`config.mk`:
```
export PLATFORM = sky130hd
export DESIGN_NAME = pda_front
export DESIGN_NICKNAME = d
export VERILOG_FILES = /design/src/rtl/pda_pkg.sv /design/src/rtl/pda_front.sv
export SDC_FILE = /design/constraint.sdc
export NUM_CORES = 1
export LEC_CHECK = 0
export ABC_AREA = 1
export BUFFER_PORTS_ARGS = -buffer_cell sky130_fd_sc_hd__buf_2
export CORE_MARGIN = 4
export CORE_UTILIZATION = 54
export DETAILED_ROUTE_END_ITERATION = 12
export GPL_TIMING_DRIVEN = 0
export PLACE_DENSITY = 0.71
export SLEW_MARGIN = 40
export SYNTH_ARGS = -nofsm -noshare
export SYNTH_HDL_FRONTEND = slang
export SYNTH_SLANG_ARGS = --single-unit
```
`constraint.sdc`:
```
create_clock -name clk -period 8.4 [get_ports clk]
set_clock_uncertainty 0.2 [all_clocks]
set_input_delay 0.42 -clock clk [delete_from_list [all_inputs] [get_ports clk]]
set_output_delay 0.42 -clock clk [all_outputs]
set_load 0.02 [all_outputs]
```
`src/rtl/pda_pkg.sv`:
```
// ----------------------------------------------------------------------------
// pda_pkg
// Shared types and constants for the pack delta apply block.
// ----------------------------------------------------------------------------
package pda_pkg;

	localparam int BASE_BYTES  = 512;
	localparam int CHUNK_BYTES = 8;
	localparam int ADDR_W      = $clog2(BASE_BYTES);
	localparam int LEN_W       = ADDR_W + 1;
	localparam int CNT_W       = 4;
	localparam int CMDQ_DEPTH  = 4;
	localparam int CMDQ_PTR_W  = $clog2(CMDQ_DEPTH);

	localparam logic [1:0] ACT_START  = 2'd0;
	localparam logic [1:0] ACT_APPEND = 2'd1;
	localparam logic [1:0] ACT_DELTA  = 2'd2;

	localparam logic [2:0] ST_OK        = 3'd0;
	localparam logic [2:0] ST_BASE_SIZE = 3'd1;
	localparam logic [2:0] ST_OP_ZERO   = 3'd2;
	localparam logic [2:0] ST_COPY_PAST = 3'd3;
	localparam logic [2:0] ST_TRUNC     = 3'd4;
	localparam logic [2:0] ST_TGT_SIZE  = 3'd5;
	localparam logic [2:0] ST_BASE_OVF  = 3'd6;

	typedef enum logic [2:0] {
		PH_BASE_HDR,
		PH_TGT_HDR,
		PH_OPCODE,
		PH_OPERANDS,
		PH_LITERAL,
		PH_DISCARD
	} phase_t;

	typedef enum logic [1:0] {
		CMD_WRITE,
		CMD_EMIT,
		CMD_COPY
	} cmd_kind_t;

	typedef enum logic {
		BK_IDLE,
		BK_COPY
	} bk_state_t;

	typedef struct packed {
		cmd_kind_t          kind;
		logic [63:0]        data;
		logic [CNT_W-1:0]   count;
		logic               last;
		logic [2:0]         status;
		logic [ADDR_W-1:0]  addr;
		logic [LEN_W-1:0]   len;
	} cmd_t;

	typedef struct packed {
		logic [63:0]      bytes;
		logic [CNT_W-1:0] count;
		logic             last;
		logic [2:0]       status;
	} res_t;

endpackage

```
`src/rtl/pda_front.sv`:
```
// ----------------------------------------------------------------------------
// pda_front
// Parses base loads and delta bytes, checks them and issues commands.
// ----------------------------------------------------------------------------
module pda_front import pda_pkg::*; (
	input  logic       clk,
	input  logic       arst_n,
	input  logic       accept,
	input  logic [1:0] action,
	input  logic [7:0] data_byte,
	input  logic       end_of_delta,
	output logic       cmd_push,
	output cmd_t       cmd
);

	phase_t            phase_q, phase_n;
	logic [63:0]       accum_q, accum_n;
	logic [6:0]        shift_q, shift_n;
	logic [63:0]       decl_q, decl_n;
	logic [63:0]       prod_q, prod_n;
	logic [6:0]        mask_q, mask_n;
	logic [31:0]       off_q, off_n;
	logic [23:0]       clen_q, clen_n;
	logic [6:0]        left_q, left_n;
	logic [63:0]       chunk_q, chunk_n;
	logic [CNT_W-1:0]  fill_q, fill_n;
	logic [LEN_W-1:0]  blen_q, blen_n;
	logic              ovf_q, ovf_n;

	logic [63:0]       acc_f;
	logic [2:0]        err;
	logic              do_cp;
	logic [31:0]       cp_off;
	logic [23:0]       cp_clen;
	logic [24:0]       cp_len;
	logic [2:0]        bit_sel;
	logic [6:0]        mask_w;
	logic [63:0]       chunk_w;
	logic [CNT_W-1:0]  fill_w;
	logic [6:0]        left_w;
	logic [2:0]        eod_st;
	logic              clear;

	// Parse one transaction
	always_comb begin
		phase_n = phase_q;
		accum_n = accum_q;
		shift_n = shift_q;
		decl_n  = decl_q;
		prod_n  = prod_q;
		mask_n  = mask_q;
		off_n   = off_q;
		clen_n  = clen_q;
		left_n  = left_q;
		chunk_n = chunk_q;
		fill_n  = fill_q;
		blen_n  = blen_q;
		ovf_n   = ovf_q;
		cmd_push = 1'b0;
		cmd      = '0;
		cmd.kind = CMD_EMIT;
		err     = ST_OK;
		do_cp   = 1'b0;
		cp_off  = '0;
		cp_clen = '0;
		cp_len  = '0;
		bit_sel = '0;
		mask_w  = '0;
		chunk_w = '0;
		fill_w  = '0;
		left_w  = '0;
		eod_st  = ST_OK;
		clear   = 1'b0;
		acc_f   = accum_q;
		if (shift_q < 7'd64) begin
			acc_f = accum_q | (64'(data_byte[6:0]) << shift_q[5:0]);
		end

		if (accept) begin
			case (action)
				ACT_START: begin
					blen_n = '0;
					ovf_n  = 1'b0;
					clear  = 1'b1;
				end
				ACT_APPEND: begin
					if (blen_q < LEN_W'(BASE_BYTES)) begin
						cmd_push      = 1'b1;
						cmd.kind      = CMD_WRITE;
						cmd.data      = 64'(data_byte);
						cmd.addr      = blen_q[ADDR_W-1:0];
						blen_n        = blen_q + LEN_W'(1);
					end else begin
						ovf_n = 1'b1;
					end
					clear = 1'b1;
				end
				ACT_DELTA: begin
					if (phase_q == PH_DISCARD) begin
						clear = end_of_delta;
					end else begin
						case (phase_q)
							PH_BASE_HDR, PH_TGT_HDR: begin
								if (!data_byte[7]) begin
									accum_n = '0;
									shift_n = '0;
									if (phase_q == PH_BASE_HDR) begin
										clen_n  = ovf_q ? 24'(ST_BASE_OVF) :
											(acc_f != 64'(blen_q) ? 24'(ST_BASE_SIZE) : '0);
										phase_n = PH_TGT_HDR;
									end else begin
										err     = clen_q[2:0];
										decl_n  = acc_f;
										prod_n  = '0;
										clen_n  = '0;
										phase_n = PH_OPCODE;
									end
								end else begin
									accum_n = acc_f;
									if (shift_q < 7'd70) begin
										shift_n = shift_q + 7'd7;
									end
								end
							end
							PH_OPCODE: begin
								if (data_byte[7]) begin
									mask_n = data_byte[6:0];
									off_n  = '0;
									clen_n = '0;
									if (data_byte[6:0] == 7'd0) begin
										do_cp = 1'b1;
									end else begin
										phase_n = PH_OPERANDS;
									end
								end else if (data_byte == 8'd0) begin
									err = ST_OP_ZERO;
								end else begin
									left_n  = data_byte[6:0];
									chunk_n = '0;
									fill_n  = '0;
									phase_n = PH_LITERAL;
								end
							end
							PH_OPERANDS: begin
								// pick the lowest selected operand byte
								bit_sel = 3'd6;
								for (int i = 5; i >= 0; i--) begin
									if (mask_q[i]) begin
										bit_sel = 3'(i);
									end
								end
								cp_off  = off_q;
								cp_clen = clen_q;
								if (bit_sel < 3'd4) begin
									cp_off = off_q | (32'(data_byte) << {bit_sel[1:0], 3'b000});
								end else begin
									cp_clen = clen_q |
										(24'(data_byte) << {3'(bit_sel - 3'd4), 3'b000});
								end
								mask_w = mask_q & ~(7'd1 << bit_sel);
								mask_n = mask_w;
								off_n  = cp_off;
								clen_n = cp_clen;
								do_cp  = (mask_w == 7'd0);
							end
							PH_LITERAL: begin
								chunk_w = chunk_q | (64'(data_byte) << {fill_q[2:0], 3'b000});
								fill_w  = fill_q + CNT_W'(1);
								left_w  = left_q - 7'd1;
								left_n  = left_w;
								prod_n  = prod_q + 64'd1;
								if (fill_w == CNT_W'(CHUNK_BYTES) || left_w == 7'd0) begin
									cmd_push   = 1'b1;
									cmd.kind   = CMD_EMIT;
									cmd.data   = chunk_w;
									cmd.count  = fill_w;
									chunk_n    = '0;
									fill_n     = '0;
								end else begin
									chunk_n = chunk_w;
									fill_n  = fill_w;
								end
								if (left_w == 7'd0) begin
									phase_n = PH_OPCODE;
								end
							end
							default: begin
							end
						endcase

						// Check and issue the selected copy
						if (do_cp) begin
							cp_len = (off_n == off_n && clen_n == 24'd0) ? 25'h10000 : 25'(clen_n);
							if (33'(off_n) + 33'(cp_len) > 33'(blen_q)) begin
								err = ST_COPY_PAST;
							end else begin
								cmd_push = 1'b1;
								cmd.kind = CMD_COPY;
								cmd.addr = off_n[ADDR_W-1:0];
								cmd.len  = cp_len[LEN_W-1:0];
								prod_n   = prod_q + 64'(cp_len);
								mask_n   = '0;
								phase_n  = PH_OPCODE;
							end
						end

						// Close the object on error or end of stream
						if (err != ST_OK) begin
							cmd_push   = 1'b1;
							cmd        = '0;
							cmd.kind   = CMD_EMIT;
							cmd.last   = 1'b1;
							cmd.status = err;
							if (end_of_delta) begin
								clear = 1'b1;
							end else begin
								phase_n = PH_DISCARD;
							end
						end else if (end_of_delta) begin
							if (phase_n != PH_OPCODE) begin
								eod_st = ST_TRUNC;
							end else begin
								eod_st = (prod_n == decl_n) ? ST_OK : ST_TGT_SIZE;
							end
							if (!cmd_push) begin
								cmd_push = 1'b1;
								cmd      = '0;
								cmd.kind = CMD_EMIT;
							end
							cmd.last   = 1'b1;
							cmd.status = eod_st;
							clear      = 1'b1;
						end
					end
				end
				default: begin
				end
			endcase

			if (clear) begin
				phase_n = PH_BASE_HDR;
				accum_n = '0;
				shift_n = '0;
				decl_n  = '0;
				prod_n  = '0;
				mask_n  = '0;
				off_n   = '0;
				clen_n  = '0;
				left_n  = '0;
				chunk_n = '0;
				fill_n  = '0;
			end
		end
	end

	// Hold parser state
	always_ff @(posedge clk or negedge arst_n) begin
		if (!arst_n) begin
			phase_q <= PH_BASE_HDR;
			accum_q <= '0;
			shift_q <= '0;
			decl_q  <= '0;
			prod_q  <= '0;
			mask_q  <= '0;
			off_q   <= '0;
			clen_q  <= '0;
			left_q  <= '0;
			chunk_q <= '0;
			fill_q  <= '0;
			blen_q  <= '0;
			ovf_q   <= 1'b0;
		end else begin
			phase_q <= phase_n;
			accum_q <= accum_n;
			shift_q <= shift_n;
			decl_q  <= decl_n;
			prod_q  <= prod_n;
			mask_q  <= mask_n;
			off_q   <= off_n;
			clen_q  <= clen_n;
			left_q  <= left_n;
			chunk_q <= chunk_n;
			fill_q  <= fill_n;
			blen_q  <= blen_n;
			ovf_q   <= ovf_n;
		end
	end

endmodule

```
==> tab_implementation.tex <==
\begin{tabular}{lr}
\hline
Metric & Value \\
\hline
\multicolumn{2}{l}{\textbf{Timing}} \\
\quad Tightest slew margin relative to the limit & 0.377 \\
\quad Fin crit period & 8810 ps \\
\quad Final setup slack of the worst path & -407 ps \\
\quad Number of hold violations in the final report & 0 \\
\quad Count of final max-slew check failures & 0 \\
\quad Setup Total Neg Slack & -911 ps \\
\quad Setup violation total in the final timing report & 5 \\
\quad RSZ-0062 raised after global routing & yes \\
\quad Transition time of the tightest slew-check pin & 934 ps \\
\quad Fin crit share & 1.05 \\
\quad Maximum clock rate & 114 MHz \\
\multicolumn{2}{l}{\textbf{Layout}} \\
\quad Post-route insts no fill & 5303 \\
\quad Sequential standard cell area & 8780 sq um \\
\quad FILL cells & 4758 \\
\quad Number of antenna cells inserted & 0 \\
\quad Number of nets in the layout & 4689 \\
\quad Proportion of layout cells with a drive suffix above 1 & 0.0995 \\
\quad Final std cell area, no fill & 32000 sq um \\
\quad Area of the multi-input gates & 15700 sq um \\
\quad Area added between synthesis and finish & 15.8\% \\
\multicolumn{2}{l}{\textbf{Placement}} \\
\quad Number of buffers inserted by port buffering & 98 \\
\quad GPL Wtd Cong & 1.06 \\
\quad Instance area at placement & 29200 sq um \\
\quad DP HPWL & 91200 microns \\
\quad Placed Instances & 5184 \\
\multicolumn{2}{l}{\textbf{Synth}} \\
\quad Most frequent cell after synthesis & nand2\_1 \\
\quad Leading post-synthesis cells by instance count & 1145 x nand2\_1, 867 x inv\_1, 404 x o21ai\_0, 377 x nor2\_1, 351 x dfrtp\_1 \\
\quad Post-synth design cell area & 27600 sq um \\
\quad Post-synth top flop & dfrtp\_1 \\
\quad Synthesized net count & 4492 \\
\quad Area share of the largest cell type after synthesis & 0.318 \\
\quad Distinct cell type count after synthesis & 61 \\
\quad Mean instance size in the synthesized netlist & 6.27 sq um \\
\quad Synth area leader & dfrtp\_1 \\
\quad Count of yosys warnings during synthesis & 0 \\
\quad Proportion of register bits with asynchronous set or reset after synthesis & 1.00 \\
\quad Number of enable flip-flop cells after synthesis & 0 \\
\quad Ranking of synthesized cells by area & dfrtp\_1 32\%, nand2\_1 16\%, inv\_1 12\% \\
\quad Share of the yosys chip area belonging to registers & 0.318 \\
\quad Register bit count reported by yosys & 351 \\
\quad Synthesized instance count & 4408 \\
\multicolumn{2}{l}{\textbf{Global route}} \\
\quad Global-route wire length before repair & 176000 microns \\
\quad Total gr overflow & 0 \\
\quad Combined global-route utilization of all metal layers & 0.426 \\
\quad Maximum number of pins on one net before global-route repair & 69 \\
\quad Number of global-route vias before repair & 28128 \\
\quad Initial antenna violation count & 1 \\
\multicolumn{2}{l}{\textbf{Worst setup path}} \\
\quad Type of element launching the critical path & flip-flop \\
\quad Slowest cell on the critical path & dfrtp\_2 \\
\quad Launch instance of the worst register-to-register path & shift\_q[0] \\
\quad Data required time of the critical path & 7780 ps \\
\quad Largest stage delay, worst path & 500 ps \\
\quad Reg2reg setup slack & 960 ps \\
\quad CP Data Arrival Time & 8190 ps \\
\quad Type of the worst setup path & reg2out \\
\quad Largest fanout on the critical path & 8 \\
\quad Library cell appearing most often on the critical path & nand2\_1 \\
\quad Cell depth of the worst flop-to-flop path & 47 \\
\quad Worst reg2reg endpoint & phase\_q[0] \\
\quad Crit path capture type & output pin \\
\quad Timing startpoint of the critical path & shift\_q[0] \\
\multicolumn{2}{l}{\textbf{Status}} \\
\quad Violations in the final reports & negative setup slack \\
\quad Outcome & finished with violations \\
\multicolumn{2}{l}{\textbf{Clock network}} \\
\quad H-tree levels & 2 \\
\quad Clock tree from TritonCTS & done \\
\quad Sinks on Clock Net & 351 \\
\quad Worst-skew pair later-pin latency & 600 ps \\
\quad CTS clock-pin slew for the worst setup and hold paths & 60 ps \\
\quad Total clock buffers created by CTS & 43 \\
\quad Number of buffers on the longest clock path & 3 \\
\quad Root buffer cell & clkbuf\_16 \\
\multicolumn{2}{l}{\textbf{Route}} \\
\quad DRC violations left & 0 \\
\quad Number of iterations in the first detailed-routing pass & 6 \\
\quad DR iter-0 viols & 4530 \\
\quad Routed vias & 31473 \\
\quad Average wire per standard cell & 22.5 microns \\
\quad Total Routed Length & 120000 microns \\
\quad DRT antenna net count & 0 \\
\quad Vias per Instance & 5.93 \\
\multicolumn{2}{l}{\textbf{Floorplan}} \\
\quad Ports & 108 \\
\quad Number of placement rows & 82 \\
\quad Vertical die dimension & 234 microns \\
\quad Core Region & 50400 sq um \\
\quad Initial Util & 0.549 \\
\quad Die width & 234 microns \\
\quad Die Outline Area & 54900 sq um \\
\multicolumn{2}{l}{\textbf{Power and ir drop}} \\
\quad Power Density & 291 nW/um\^{}2 \\
\quad Total Power Consumption & 0.00931 W \\
\quad Maximum ir drop on the vdd rail & 0.000215 V \\
\quad Static leakage power & 15.4 nW \\
\multicolumn{2}{l}{\textbf{Hold path}} \\
\quad Startpoint of the worst hold path & accept \\
\quad WHS Path Cells & 3 \\
\quad Type of the worst min-delay path & in2reg \\
\quad Worst Hold End & blen\_q[1] \\
\multicolumn{2}{l}{\textbf{Run}} \\
\quad Max-cap violations & 0 \\
\hline
\end{tabular}
[metrics by stage]
step	setup slack (ps)	utilization	hold WS, ps
6_report	-407	0.635	23.0
5_1_grt	-611	0.635	46.4
4_1_cts	-268	0.627	8.60
3_5_place_dp	-2480	0.579	192
3_3_place_gp	-2520	0.575	260
2_1_floorplan	1590	-	-75.6
[where the power goes]
part	leakage (nW)	internal [W]	switching, W
clock network	0.663	0.00105	0.000817
registers	4.85	0.00196	0.000250
logic	9.93	0.00150	0.00373
total	15.4	0.00451	0.00480
[kinds of logic after synthesis]
kind of cell               after synthesis  synth area share
AOI/OAI and AO/OA                      879             0.178
xor gates and xnor gates                96            0.0304
adders and majority gates               70            0.0322
buffers and inverters                 1041             0.143
DFF                                    351             0.318
and+or+nand+nor                       1971             0.299
[worst max-delay path by stage]
stage / to / slack [ps] / depth (start not counted)
floorplan: cmd[19] / 1590 / 54
global placement: cmd[21] / -2520 / 52
detailed placement: cmd[21] / -2480 / 53
CTS: cmd[19] / -270 / 55
global route: cmd[19] / -610 / 50
finish: cmd[19] / -410 / 52
[layer usage]
| metal | wire [microns] | part of all wire | global-route usage | up-vias |
|---|---|---|---|---|
| li1 | - | - | - | 14489 |
| met1 | 48600 | 0.41 | 0.604 | 14605 |
| met2 | 48400 | 0.40 | 0.601 | 2056 |
| met3 | 16200 | 0.14 | 0.127 | 321 |
| met4 | 6290 | 0.053 | 0.186 | 2 |
| met5 | 13 | 0.00011 | 0 | - |
[placed cells by master (no fill, tap or decap), types with 17 or more instances in the layout]
cell type,count
o22ai_1,177
nand4_1,52
nand2_1,1102
o21ai_1,22
nand3b_1,22
a21oi_1,177
nor2_1,350
nor4_1,31
ha_1,66
nor2_2,17
inv_1,856
nand3_1,233
clkbuf_2,32
clkbuf_16,44
buf_4,36
nor3_1,59
dfrtp_1,350
nand2_2,42
nor2_4,17
xnor2_1,17
clkbuf_1,112
buf_2,96
o21ai_0,364
xor2_1,77
[repair_timing]
item | in CTS | in global routing
cloned | 6 | 0
hold endpoints to repair | 73 | 0
pin swaps | 61 | 58
hold buffers | 1 | 0
setup buffers | 33 | 11
setup endpoints to repair | 93 | 25
gates resized for setup | 200 | 99
[sequential cells by signal, summed over array words and instances (netlist names)]
register and flops:
left_q 7, shift_q 7, fill_q 4, chunk_q 64, off_q 32, prod_q 64, mask_q 7, blen_q 10
decl_q 64, phase_q 3, ovf_q 1, accum_q 64, clen_q 24
[critical path: cells and delay by family (launching register included)]
family | cells | cell delay [ps]
xor+xnor | 1 | 180
buf+inv | 8 | 1150
simple gates | 32 | 4040
fa+ha+maj | 3 | 730
compound gates | 8 | 940
flops | 1 | 500
[area by class of cell]
| type | instances | share of cell area |
|---|---|---|
| buffer | 164 | 0.0256 |
| tap | 672 | 0.0263 |
| clock buffer | 62 | 0.0396 |
| multi-input combinational | 3017 | 0.491 |
| timing repair buffer | 153 | 0.0371 |
| sequential | 351 | 0.275 |
| inverter | 875 | 0.103 |
| clock inverter | 9 | 0.00293 |
No activity file was read; power rests on OpenSTA's default activity.
