File: config.mk
export PLATFORM = sky130hd
export DESIGN_NAME = pda_cmd_queue
export DESIGN_NICKNAME = d
export VERILOG_FILES = /design/src/rtl/pda_pkg.sv /design/src/rtl/pda_cmd_queue.sv
export SDC_FILE = /design/constraint.sdc
export NUM_CORES = 1
export LEC_CHECK = 0
export BUFFER_PORTS_ARGS = -buffer_cell sky130_fd_sc_hd__buf_2
export CORE_AREA = 10 10 178 180
export DETAILED_ROUTE_END_ITERATION = 16
export DIE_AREA = 0 0 188 190
export PLACE_DENSITY = 0.7
export RECOVER_POWER = 50
export SYNTH_ARGS = -nofsm -noshare
export SYNTH_HDL_FRONTEND = slang
export SYNTH_SLANG_ARGS = --single-unit
File: constraint.sdc
create_clock -name clk -period 5.45 [get_ports clk]
set_input_delay 0.545 -clock clk [delete_from_list [all_inputs] [get_ports clk]]
set_output_delay 0.545 -clock clk [all_outputs]
set_load 0.05 [all_outputs]
File: src/rtl/pda_pkg.sv
// ----------------------------------------------------------------------------
// pda_pkg
// Shared types and constants for the pack delta apply block.
// ----------------------------------------------------------------------------
package pda_pkg;

	localparam int BASE_BYTES  = 512;
	localparam int CHUNK_BYTES = 8;
	localparam int ADDR_W      = $clog2(BASE_BYTES);
	localparam int LEN_W       = ADDR_W + 1;
	localparam int CNT_W       = 4;
	localparam int CMDQ_DEPTH  = 4;
	localparam int CMDQ_PTR_W  = $clog2(CMDQ_DEPTH);

	localparam logic [1:0] ACT_START  = 2'd0;
	localparam logic [1:0] ACT_APPEND = 2'd1;
	localparam logic [1:0] ACT_DELTA  = 2'd2;

	localparam logic [2:0] ST_OK        = 3'd0;
	localparam logic [2:0] ST_BASE_SIZE = 3'd1;
	localparam logic [2:0] ST_OP_ZERO   = 3'd2;
	localparam logic [2:0] ST_COPY_PAST = 3'd3;
	localparam logic [2:0] ST_TRUNC     = 3'd4;
	localparam logic [2:0] ST_TGT_SIZE  = 3'd5;
	localparam logic [2:0] ST_BASE_OVF  = 3'd6;

	typedef enum logic [2:0] {
		PH_BASE_HDR,
		PH_TGT_HDR,
		PH_OPCODE,
		PH_OPERANDS,
		PH_LITERAL,
		PH_DISCARD
	} phase_t;

	typedef enum logic [1:0] {
		CMD_WRITE,
		CMD_EMIT,
		CMD_COPY
	} cmd_kind_t;

	typedef enum logic {
		BK_IDLE,
		BK_COPY
	} bk_state_t;

	typedef struct packed {
		cmd_kind_t          kind;
		logic [63:0]        data;
		logic [CNT_W-1:0]   count;
		logic               last;
		logic [2:0]         status;
		logic [ADDR_W-1:0]  addr;
		logic [LEN_W-1:0]   len;
	} cmd_t;

	typedef struct packed {
		logic [63:0]      bytes;
		logic [CNT_W-1:0] count;
		logic             last;
		logic [2:0]       status;
	} res_t;

endpackage

File: src/rtl/pda_cmd_queue.sv
// ----------------------------------------------------------------------------
// pda_cmd_queue
// Short command queue between the parser and the execution engine.
// ----------------------------------------------------------------------------
module pda_cmd_queue import pda_pkg::*; (
	input  logic clk,
	input  logic arst_n,
	input  logic push,
	input  cmd_t push_cmd,
	output logic full,
	input  logic pop,
	output logic empty,
	output cmd_t head
);

	cmd_t                 slot_q [CMDQ_DEPTH];
	logic [CMDQ_PTR_W-1:0] wr_q, rd_q;
	logic [CMDQ_PTR_W:0]   cnt_q;
	logic                  do_push, do_pop;

	assign full    = (cnt_q == (CMDQ_PTR_W+1)'(CMDQ_DEPTH));
	assign empty   = (cnt_q == '0);
	assign head    = slot_q[rd_q];
	assign do_push = push && !full;
	assign do_pop  = pop && !empty;

	// Store entries
	always_ff @(posedge clk) begin
		if (do_push) begin
			slot_q[wr_q] <= push_cmd;
		end
	end

	// Advance pointers
	always_ff @(posedge clk or negedge arst_n) begin
		if (!arst_n) begin
			wr_q  <= '0;
			rd_q  <= '0;
			cnt_q <= '0;
		end else begin
			if (do_push) begin
				wr_q <= wr_q + CMDQ_PTR_W'(1);
			end
			if (do_pop) begin
				rd_q <= rd_q + CMDQ_PTR_W'(1);
			end
			cnt_q <= cnt_q + (CMDQ_PTR_W+1)'(do_push) - (CMDQ_PTR_W+1)'(do_pop);
		end
	end

endmodule

==> impl_metrics.toml, run 1 <==
[critical_path]
crit_family = "flip-flops"
crit_type = "register to output pin"
cp_cell_sequence = "buf_4 > mux4_2 > buf_2"
required_ps = 4910
crit_path_end_kind = "output pin"
max_stage_delay_ps = 970
crit_fanout = 54
cp.buffers_inverters = 2
startpoint_type = "register"
worst_path_max_delay_cell = "dfrtp_4"
cp.arrival_ps = 2820

[pwr]
max-vdd-ir-drop_v = 0.0004723
p_int_uw = 6500
switchingPower_uw = 4035
p_seq_share_pct = 39.4
leakage_uw = 0.005353
pwr-share-clk_pct = 24.1
combPwrFrac_pct = 36.5
cellPowerDensity_mw_per_mm2 = 643.1
p_sw_share_pct = 38.30

[clocking]
cts_root_buf = "clkbuf_16"
post_cts_resized = 0
clock-sinks = 379
post_cts_buffers = 0
cts_made_buffers = 40
clk_pin_slew_worst_paths_ps = 60
cts_max_level = 2
cts_tree = "built"
clk_latency_ps = 510
clockBufferDepth = 3

[placement]
dp_slack_ps = 2538
routabilityCongestion = 0.7107
hpwl_um = 16040
dpl_cell_area_mm2 = 0.01524
io_buffers = 191

[layout]
finalNetCount = 850
utilization_pct = 58.02
area_growth_pct = 17.60
final_area_mm2 = 0.01638
drive_gt1_share_pct = 32.82

[grt]
grt_pass1_vias = 7013
grt_remaining_overflow = 0
grtUsageMet3_pct = 4.669
grt_util_all_layers_pct = 14.61
grt_antenna_before_repair = 3
met2_usage_pct = 24.53
grt_pass1_wl_um = 40740
grt_most_used_layer = "met2"
grt_start_max_net_pins = 62
met1_usage_pct = 18.14

[route]
firstDrtPassIters = 5
drtAntennaViolNets = 0
drtIter0Drc = 342
avgRoutedWirePerCell_um = 22.67
drt_wl_total_um = 26340
vias_per_cell = 5.335
vias = 6199
drc = 0

[sta]
period_needed_ps = 3369
final_max_slew_viol_count = 0
clock_skew_ps = 18.38
timing.fmax_mhz = 296.8
finalCritPeriodShare_pct = 61.82
tns_ps = 0
worstMarginPinSlew_ps = 1184
setup_slack_ps = 2081
max_slew_margin_pct = 21.08
finalHoldViolCount = 0
grt_setup_unrepaired = "false"
final-setup-viol-count = 0

[yosys]
synth_cells = 527
yosysWarnings = 0
avgSynthCellArea_um2 = 26.43
ys_seq_area_share_pct = 81.44
ys_types = 23
synthTopCellsByArea = "edfxtp_1, mux4_2, dfrtp_1"
synth_nets = 631
netlist_area_mm2 = 0.01393
ys_ff_latch = 379
yosys.area.top_type = "edfxtp_1"
yosys.area.top_type_share_pct = 80.19

[flow_run]
cap_violations = 0

[floorplanning]
initial_utilization_pct = 49.34
dieArea_mm2 = 0.03572
core_mm2 = 0.02824
die_h_um = 190
fp.dieW_um = 188
rows = 62
io_pins = 192

[run_status]
status = "completed"

[worst_hold_path]
hold_path.class = "input pin to register"
## synthesized netlist by cell type
| master | count |
|---|---|
| and3b_1 | 4 |
| buf_1 | 2 |
| buf_12 | 5 |
| buf_2 | 7 |
| buf_4 | 4 |
| buf_6 | 1 |
| buf_8 | 1 |
| clkbuf_1 | 1 |
| dfrtp_1 | 7 |
| edfxtp_1 | 372 |
| fa_1 | 1 |
| ha_1 | 6 |
| inv_1 | 6 |
| mux4_2 | 93 |
| nand2_1 | 1 |
| nand2b_1 | 4 |
| nand4bb_1 | 2 |
| nor3_1 | 1 |
| nor3b_2 | 1 |
| o211ai_1 | 2 |
| o311ai_0 | 1 |
| o31ai_1 | 1 |
| xnor2_1 | 4 |
## repair_timing
action	CTS	global route
endpoints found under the setup margin	0	0
hold buffers	1	0
hold endpoints to repair	7	0
## routing by layer
layer,wire [um],up-vias,share of wire (%)
met5,18,-,0.068
met2,13370,190,51
met1,10540,3247,40
met3,1944,40,7.4
met4,467,4,1.8
li1,-,2718,-
## cell usage in the layout (no fill, tap or decap), types with 2 or more instances in the layout
master     Yosys  layout
inv_6          0       2
and3b_4        0       4
ha_1           6       6
nand2b_1       4       4
o211ai_1       2       2
clkbuf_1       1     106
mux4_2        93      93
buf_4          4       5
nand4bb_1      2       2
inv_1          6       6
clkinv_1       0       8
edfxtp_1     372     372
clkbuf_16      0      41
dfrtp_4        0       2
bufinv_16      0       2
xnor2_1        4       4
clkbuf_8       0       2
clkinv_2       0       6
buf_2          7      96
dfrtp_1        7       5
## flip-flops by register name, indices dropped and copies added (netlist names)
signal and flops:
rd_q 2, cnt_q 3, slot_q 372, wr_q 2
## per-stage QoR
| stage | cells | hold WS [ps] | power (uW) |
|---|---|---|---|
| detailed placement | 1087 | 395.0 | 8161 |
| global route | 1161 | 275.8 | 11000 |
| finish | 1162 | 279.5 | 10530 |
| CTS | 1161 | 215.8 | 10720 |
| global placement | 1087 | 383.0 | 8075 |
| floorplan | 527 | 249.4 | 7298 |
## area by class of cell
| cell class | count | area [um2] |
|---|---|---|
| fillers | 2139 | 11860 |
| inverters | 6 | 22.52 |
| multi-input cells | 121 | 2370 |
| flip-flops and latches | 379 | 11350 |
| well taps | 384 | 480.5 |
| clock buffers | 54 | 1095 |
| repair buffers | 198 | 904.6 |
| diodes | 1 | 2.502 |
| clock inverters | 19 | 153.9 |
## final timing paths
check	depth (start not counted)	slack [ps]	endpoint	start
max reg2reg	3	2670	slot_q[0][59]	cnt_q[2]
min reg2reg	2	620	wr_q[1]	wr_q[1]
max	3	2080	head[55]	rd_q[1]
max in group asynchronous	2	4630	rd_q[1]	arst_n
min	1	280	slot_q[1][90]	push_cmd[90]
min in group asynchronous	2	490	wr_q[1]	arst_n
## power groups by stage
stage	registers [uW]	logic, uW	clock network [uW]
after CTS	4160	3950	2600
final	4150	3850	2540
after global placement	4180	3890	0
after floorplan	4040	3260	0
after global routing	4210	4060	2730
after detailed placement	4220	3940	0
## cells by family after synthesis
family	count (synthesis)	share of synthesized area (%)
adders and majority gates	7	0.6826
AOI/OAI and AO/OA	4	0.2245
buffers and inverters	27	1.617
xor gates and xnor gates	4	0.2515
and+or+nand+nor	13	0.7453
DFF	379	81.44
muxes	93	15.04
No activity file was read; power rests on OpenSTA's default activity.
==> run 2: changes to the inputs <==
==> constraint.sdc (replaced) <==
create_clock -name clk -period 3.35 [get_ports clk]
set_input_delay 0.335 -clock clk [delete_from_list [all_inputs] [get_ports clk]]
set_output_delay 0.335 -clock clk [all_outputs]
set_load 0.05 [all_outputs]
==> run 2 against run 1 <==
Effect of this change:
- total power up 64%
- flip-flop and latch count did not move
- first-iteration DRC count is 1.2% lower
- critical endpoint is now slot_q[1][18]
- highest routed layer unchanged
==> impl_metrics.toml, run 2 (synthesis results as in run 1) <==
[placement]
dp_slack_ps = 1102
routabilityCongestion = 0.7335
hpwl_um = 17560
io_buffers = 191
placedCellCount = 1099

[route]
drtAntennaViolNets = 0
vias_per_cell = 5.426
firstDrtPassIters = 4
drtIter0Drc = 338
vias = 6359
drc = 0
drt_wl_total_um = 27340
avgRoutedWirePerCell_um = 23.33

[critical_path]
cp.arrival_ps = 2870
crit_fanout = 34
crit_type = "register to register"
crit_path_end_kind = "register"
required_ps = 3500
startpoint_type = "register"

[pwr]
cellPowerDensity_mw_per_mm2 = 1046
p_total_uw = 17230
pwr-share-clk_pct = 23.7
max-vdd-ir-drop_v = 0.0006237
p_sw_share_pct = 38.37
leakage_uw = 0.005424
p_int_uw = 10620
combPwrFrac_pct = 37.6
p_seq_share_pct = 38.7
switchingPower_uw = 6612

[clocking]
clockBufferDepth = 3
hold_buffers = 1
cts_root_buf = "clkbuf_16"
clock-sinks = 379
clk_latency_ps = 510
cts_tree = "built"
post_cts_buffers = 0
cts_made_buffers = 39
clk_pin_slew_worst_paths_ps = 60
post_cts_resized = 0
cts_max_level = 2

[floorplanning]
die_h_um = 190
dieArea_mm2 = 0.03572
core_mm2 = 0.02824
rows = 62
io_pins = 192
initial_utilization_pct = 49.34
fp.dieW_um = 188

[sta]
final-setup-viol-count = 0
final_max_slew_viol_count = 0
period_needed_ps = 2727
clock_skew_ps = 19.51
finalHoldViolCount = 0
max_slew_margin_pct = 22.47
worstMarginPinSlew_ps = 1163
timing.fmax_mhz = 366.7
finalCritPeriodShare_pct = 81.41
setup_slack_ps = 622.7
grt_setup_unrepaired = "false"
tns_ps = 0

[grt]
grt_antenna_before_repair = 5
grt_start_max_net_pins = 63
grt_pass1_wl_um = 42300
grt_util_all_layers_pct = 15.27
grt_remaining_overflow = 0
grt_pass1_vias = 7101

[layout]
fin_cells = 1172
largest_reg_flops = 372
finalNetCount = 861
area_growth_pct = 18.25
n_fill_cell = 2121
top_register = "slot_q"
layout.cells.most_common = "edfxtp_1"
drive_gt1_share_pct = 33.42
reg.largest.list = "slot_q (372), cnt_q (3)"
layout_common_cells = "edfxtp_1, clkbuf_1, buf_2, mux4_2, clkbuf_16"

[flow_run]
cap_violations = 0

[worst_hold_path]
hold_path.class = "input pin to register"

[run_status]
status = "completed"
run 2: changes by cell type in the layout (fill, tap and decap cells not counted), moves of 2 or more:
cell	delta
clkbuf_8	-2
and3b_4	-3
clkbuf_1	-4
clkinv_1	+3
buf_4	+8
buf_12	+3
and3b_1	+3
run 2: metrics by stage:
step | area (um2) | hold slack, ps | util, %
after floorplan | 13940 | 39.41 | -
after global placement | 15380 | 173.3 | 54.48
after detailed placement | 15380 | 182.0 | 54.48
after CTS | 16620 | 8.129 | 58.85
after global routing | 16470 | 62.59 | 58.33
final | 16470 | 74.73 | 58.34
run 2: worst max-delay path, cell delays in order, from the launching register on:
cell and delay, ps:
dfrtp_1 450, nor3b_1 250, and3b_1 1020, buf_4 610
run 2: power by group through the flow:
stage               logic, uW  registers, uW  clock network, uW
finish                   6490           6660               4080
floorplan                5310           6510                  0
global route             6830           6760               4380
global placement         6590           6700                  0
CTS                      6670           6680               4180
detailed placement       6640           6770                  0
run 2: area by class of cell:
type                    instances  area [um2]  area share (%)
well taps                     384       480.5           2.917
flip-flops and latches        379       11350           68.92
inverters                       6       22.52          0.1367
clock buffers                  48        1031           6.259
clock inverters                23       191.4           1.162
diodes                          1       2.502         0.01519
multi-input cells             121        2359           14.32
repair buffers                210        1033           6.274
run 2: final timing paths:
check / from / to / slack, ps / depth (start not counted)
max: cnt_q[2] / slot_q[1][18] / 620 / 3
min: push_cmd[1] / slot_q[2][1] / 70 / 1
max reg2reg: cnt_q[2] / slot_q[1][18] / 620 / 3
min reg2reg: wr_q[1] / wr_q[1] / 650 / 2
max in group asynchronous: arst_n / rd_q[0] / 2700 / 2
min in group asynchronous: arst_n / cnt_q[2] / 300 / 2
run 2: routing by layer:
layer  global-route usage (%)  part of all wire (%)
met5                        0                  0.17
met2                    25.08                    50
met4                    4.831                   2.7
met1                    18.56                    39
met3                    5.602                   8.6
==> run 3: changes to the inputs <==
==> constraint.sdc (replaced) <==
create_clock -name clk -period 2.6 [get_ports clk]
set_input_delay 0.26 -clock clk [delete_from_list [all_inputs] [get_ports clk]]
set_output_delay 0.26 -clock clk [all_outputs]
set_load 0.05 [all_outputs]
==> run 3 against run 2 <==
Effect of this change:
- non-clock buffer count rose by 96
- combinational power up 35%
- flip-flop and latch count did not move
- die area unchanged
- sequential share of layout area shrank 4.2 points
- register-to-register slack got worse by 460 ps
- global-route usage grew 0.19 points
- cell area rose by 6.4%
- clock skew down 1.2 ps
- count of clock-buffer cells in the layout shrank 2
==> impl_metrics.toml, run 3 (synthesis results as in run 1) <==
[clocking]
cts_made_buffers = 38
clock-sinks = 379
clockBufferDepth = 3
cts_root_buf = "clkbuf_16"
cts_tree = "built"
clk_latency_ps = 500
clk_pin_slew_worst_paths_ps = 60
cts_max_level = 2
post_cts_resized = 0

[worst_hold_path]
hold_depth = 3
hold_end = "rd_q[0]"
hold_start = "pop"
hold_path.class = "input pin to register"

[sta]
finalHoldViolCount = 0
timing.fmax_mhz = 407.8
max_slew_margin_pct = 25.59
worstMarginPinSlew_ps = 1116
grt_setup_unrepaired = "false"
clock_skew_ps = 18.31
tns_ps = 0
finalCritPeriodShare_pct = 94.31
final_max_slew_viol_count = 0
period_needed_ps = 2452
final-setup-viol-count = 0

[critical_path]
startpoint_type = "register"
required_ps = 2340
r2r-end = "slot_q[1][64]"
crit_type = "register to output pin"
cp.arrival_ps = 2190
crit_path_end_kind = "output pin"
ff2ff_setup_slack_ps = 160
worstReg2RegStart = "cnt_q[2]"
crit_fanout = 27
rr_worst_depth = 3

[layout]
layout_common_cells = "edfxtp_1, clkbuf_1, buf_2, dlygate4sd3_1, mux4_2"
reg.largest.list = "slot_q (372), cnt_q (3)"
drive_gt1_share_pct = 30.41
layout.cells.most_common = "edfxtp_1"
largest_reg_flops = 372
fin_cells = 1263
area_growth_pct = 25.81
finalNetCount = 956
top_register = "slot_q"

[grt]
met2_usage_pct = 26.55
grt_util_all_layers_pct = 15.45
grt_most_used_layer = "met2"
met1_usage_pct = 19.15
grt_pass1_wl_um = 43160
grtUsageMet3_pct = 4.229
grt_remaining_overflow = 0
grt_antenna_before_repair = 1
grt_start_max_net_pins = 48
grt_pass1_vias = 7339

[floorplanning]
fp.dieW_um = 188
io_pins = 192
core_mm2 = 0.02824
initial_utilization_pct = 49.34
die_h_um = 190
dieArea_mm2 = 0.03572
rows = 62

[route]
avgRoutedWirePerCell_um = 21.80
drt_wl_total_um = 27540
drc = 0
firstDrtPassIters = 4
drtIter0Drc = 427
drtAntennaViolNets = 0
vias_per_cell = 5.222
vias = 6595

[pwr]
leakage_uw = 0.005847
max-vdd-ir-drop_v = 0.0008838
cellPowerDensity_mw_per_mm2 = 1275

[placement]
routabilityCongestion = 0.7756
io_buffers = 191
hpwl_um = 17330
placedCellCount = 1098

[run_status]
status = "completed"

[flow_run]
cap_violations = 0
run 3: what timing repair did:
action,4_1_cts,5_1_grt
endpoints found under the hold margin,379,0
setup buffers,1,3
hold buffers,94,0
endpoints found under the setup margin,62,28
run 3: where the power goes:
group | internal (uW) | switching (uW) | total (uW)
Clock | 3030 | 2080 | 5110
Sequential | 8040 | 435 | 8480
Combinational | 2790 | 5970 | 8760
run 3: worst max path at each step:
stage	startpoint	endpoint	depth (start not counted)
floorplan	cnt_q[1]	cnt_q[2]	8
global placement	cnt_q[1]	cnt_q[2]	8
detailed placement	cnt_q[2]	cnt_q[2]	8
CTS	rd_q[0]	head[26]	3
global route	cnt_q[2]	slot_q[1][64]	3
finish	rd_q[0]	head[26]	3
run 3: layer usage:
| layer | wire [um] | up-vias |
|---|---|---|
| li1 | - | 2932 |
| met1 | 10930 | 3414 |
| met2 | 14300 | 206 |
| met3 | 1835 | 41 |
| met4 | 461 | 2 |
| met5 | 7 | - |
run 3: final cells by class:
class	instances	area (um2)
Antenna cell	1	2.502
Clock buffer	46	1002
Clock inverter	20	168.9
Fill cell	1994	10710
Inverter	6	22.52
Multi-Input combinational cell	121	2369
Sequential cell	379	11350
Tap cell	384	480.5
Timing Repair Buffer	306	2132
run 3: worst max-delay path, stage by stage (launching register included):
cell and delay [ps]:
dfrtp_1 570, buf_12 300, mux4_2 560, buf_2 230
run 3: metrics by stage:
stage               worst slack [ps]  hold slack (ps)  utilization (%)  power (uW)  area [um2]
global route                   38.89            64.08            62.06       23320       17520
CTS                            23.15            48.49            62.43       22670       17630
global placement               417.2            97.70            54.90       17230       15500
floorplan                      40.24           -35.59                -       15230       13940
finish                         148.0            73.32            62.07       22350       17530
detailed placement             340.4            101.7            54.90       17400       15500
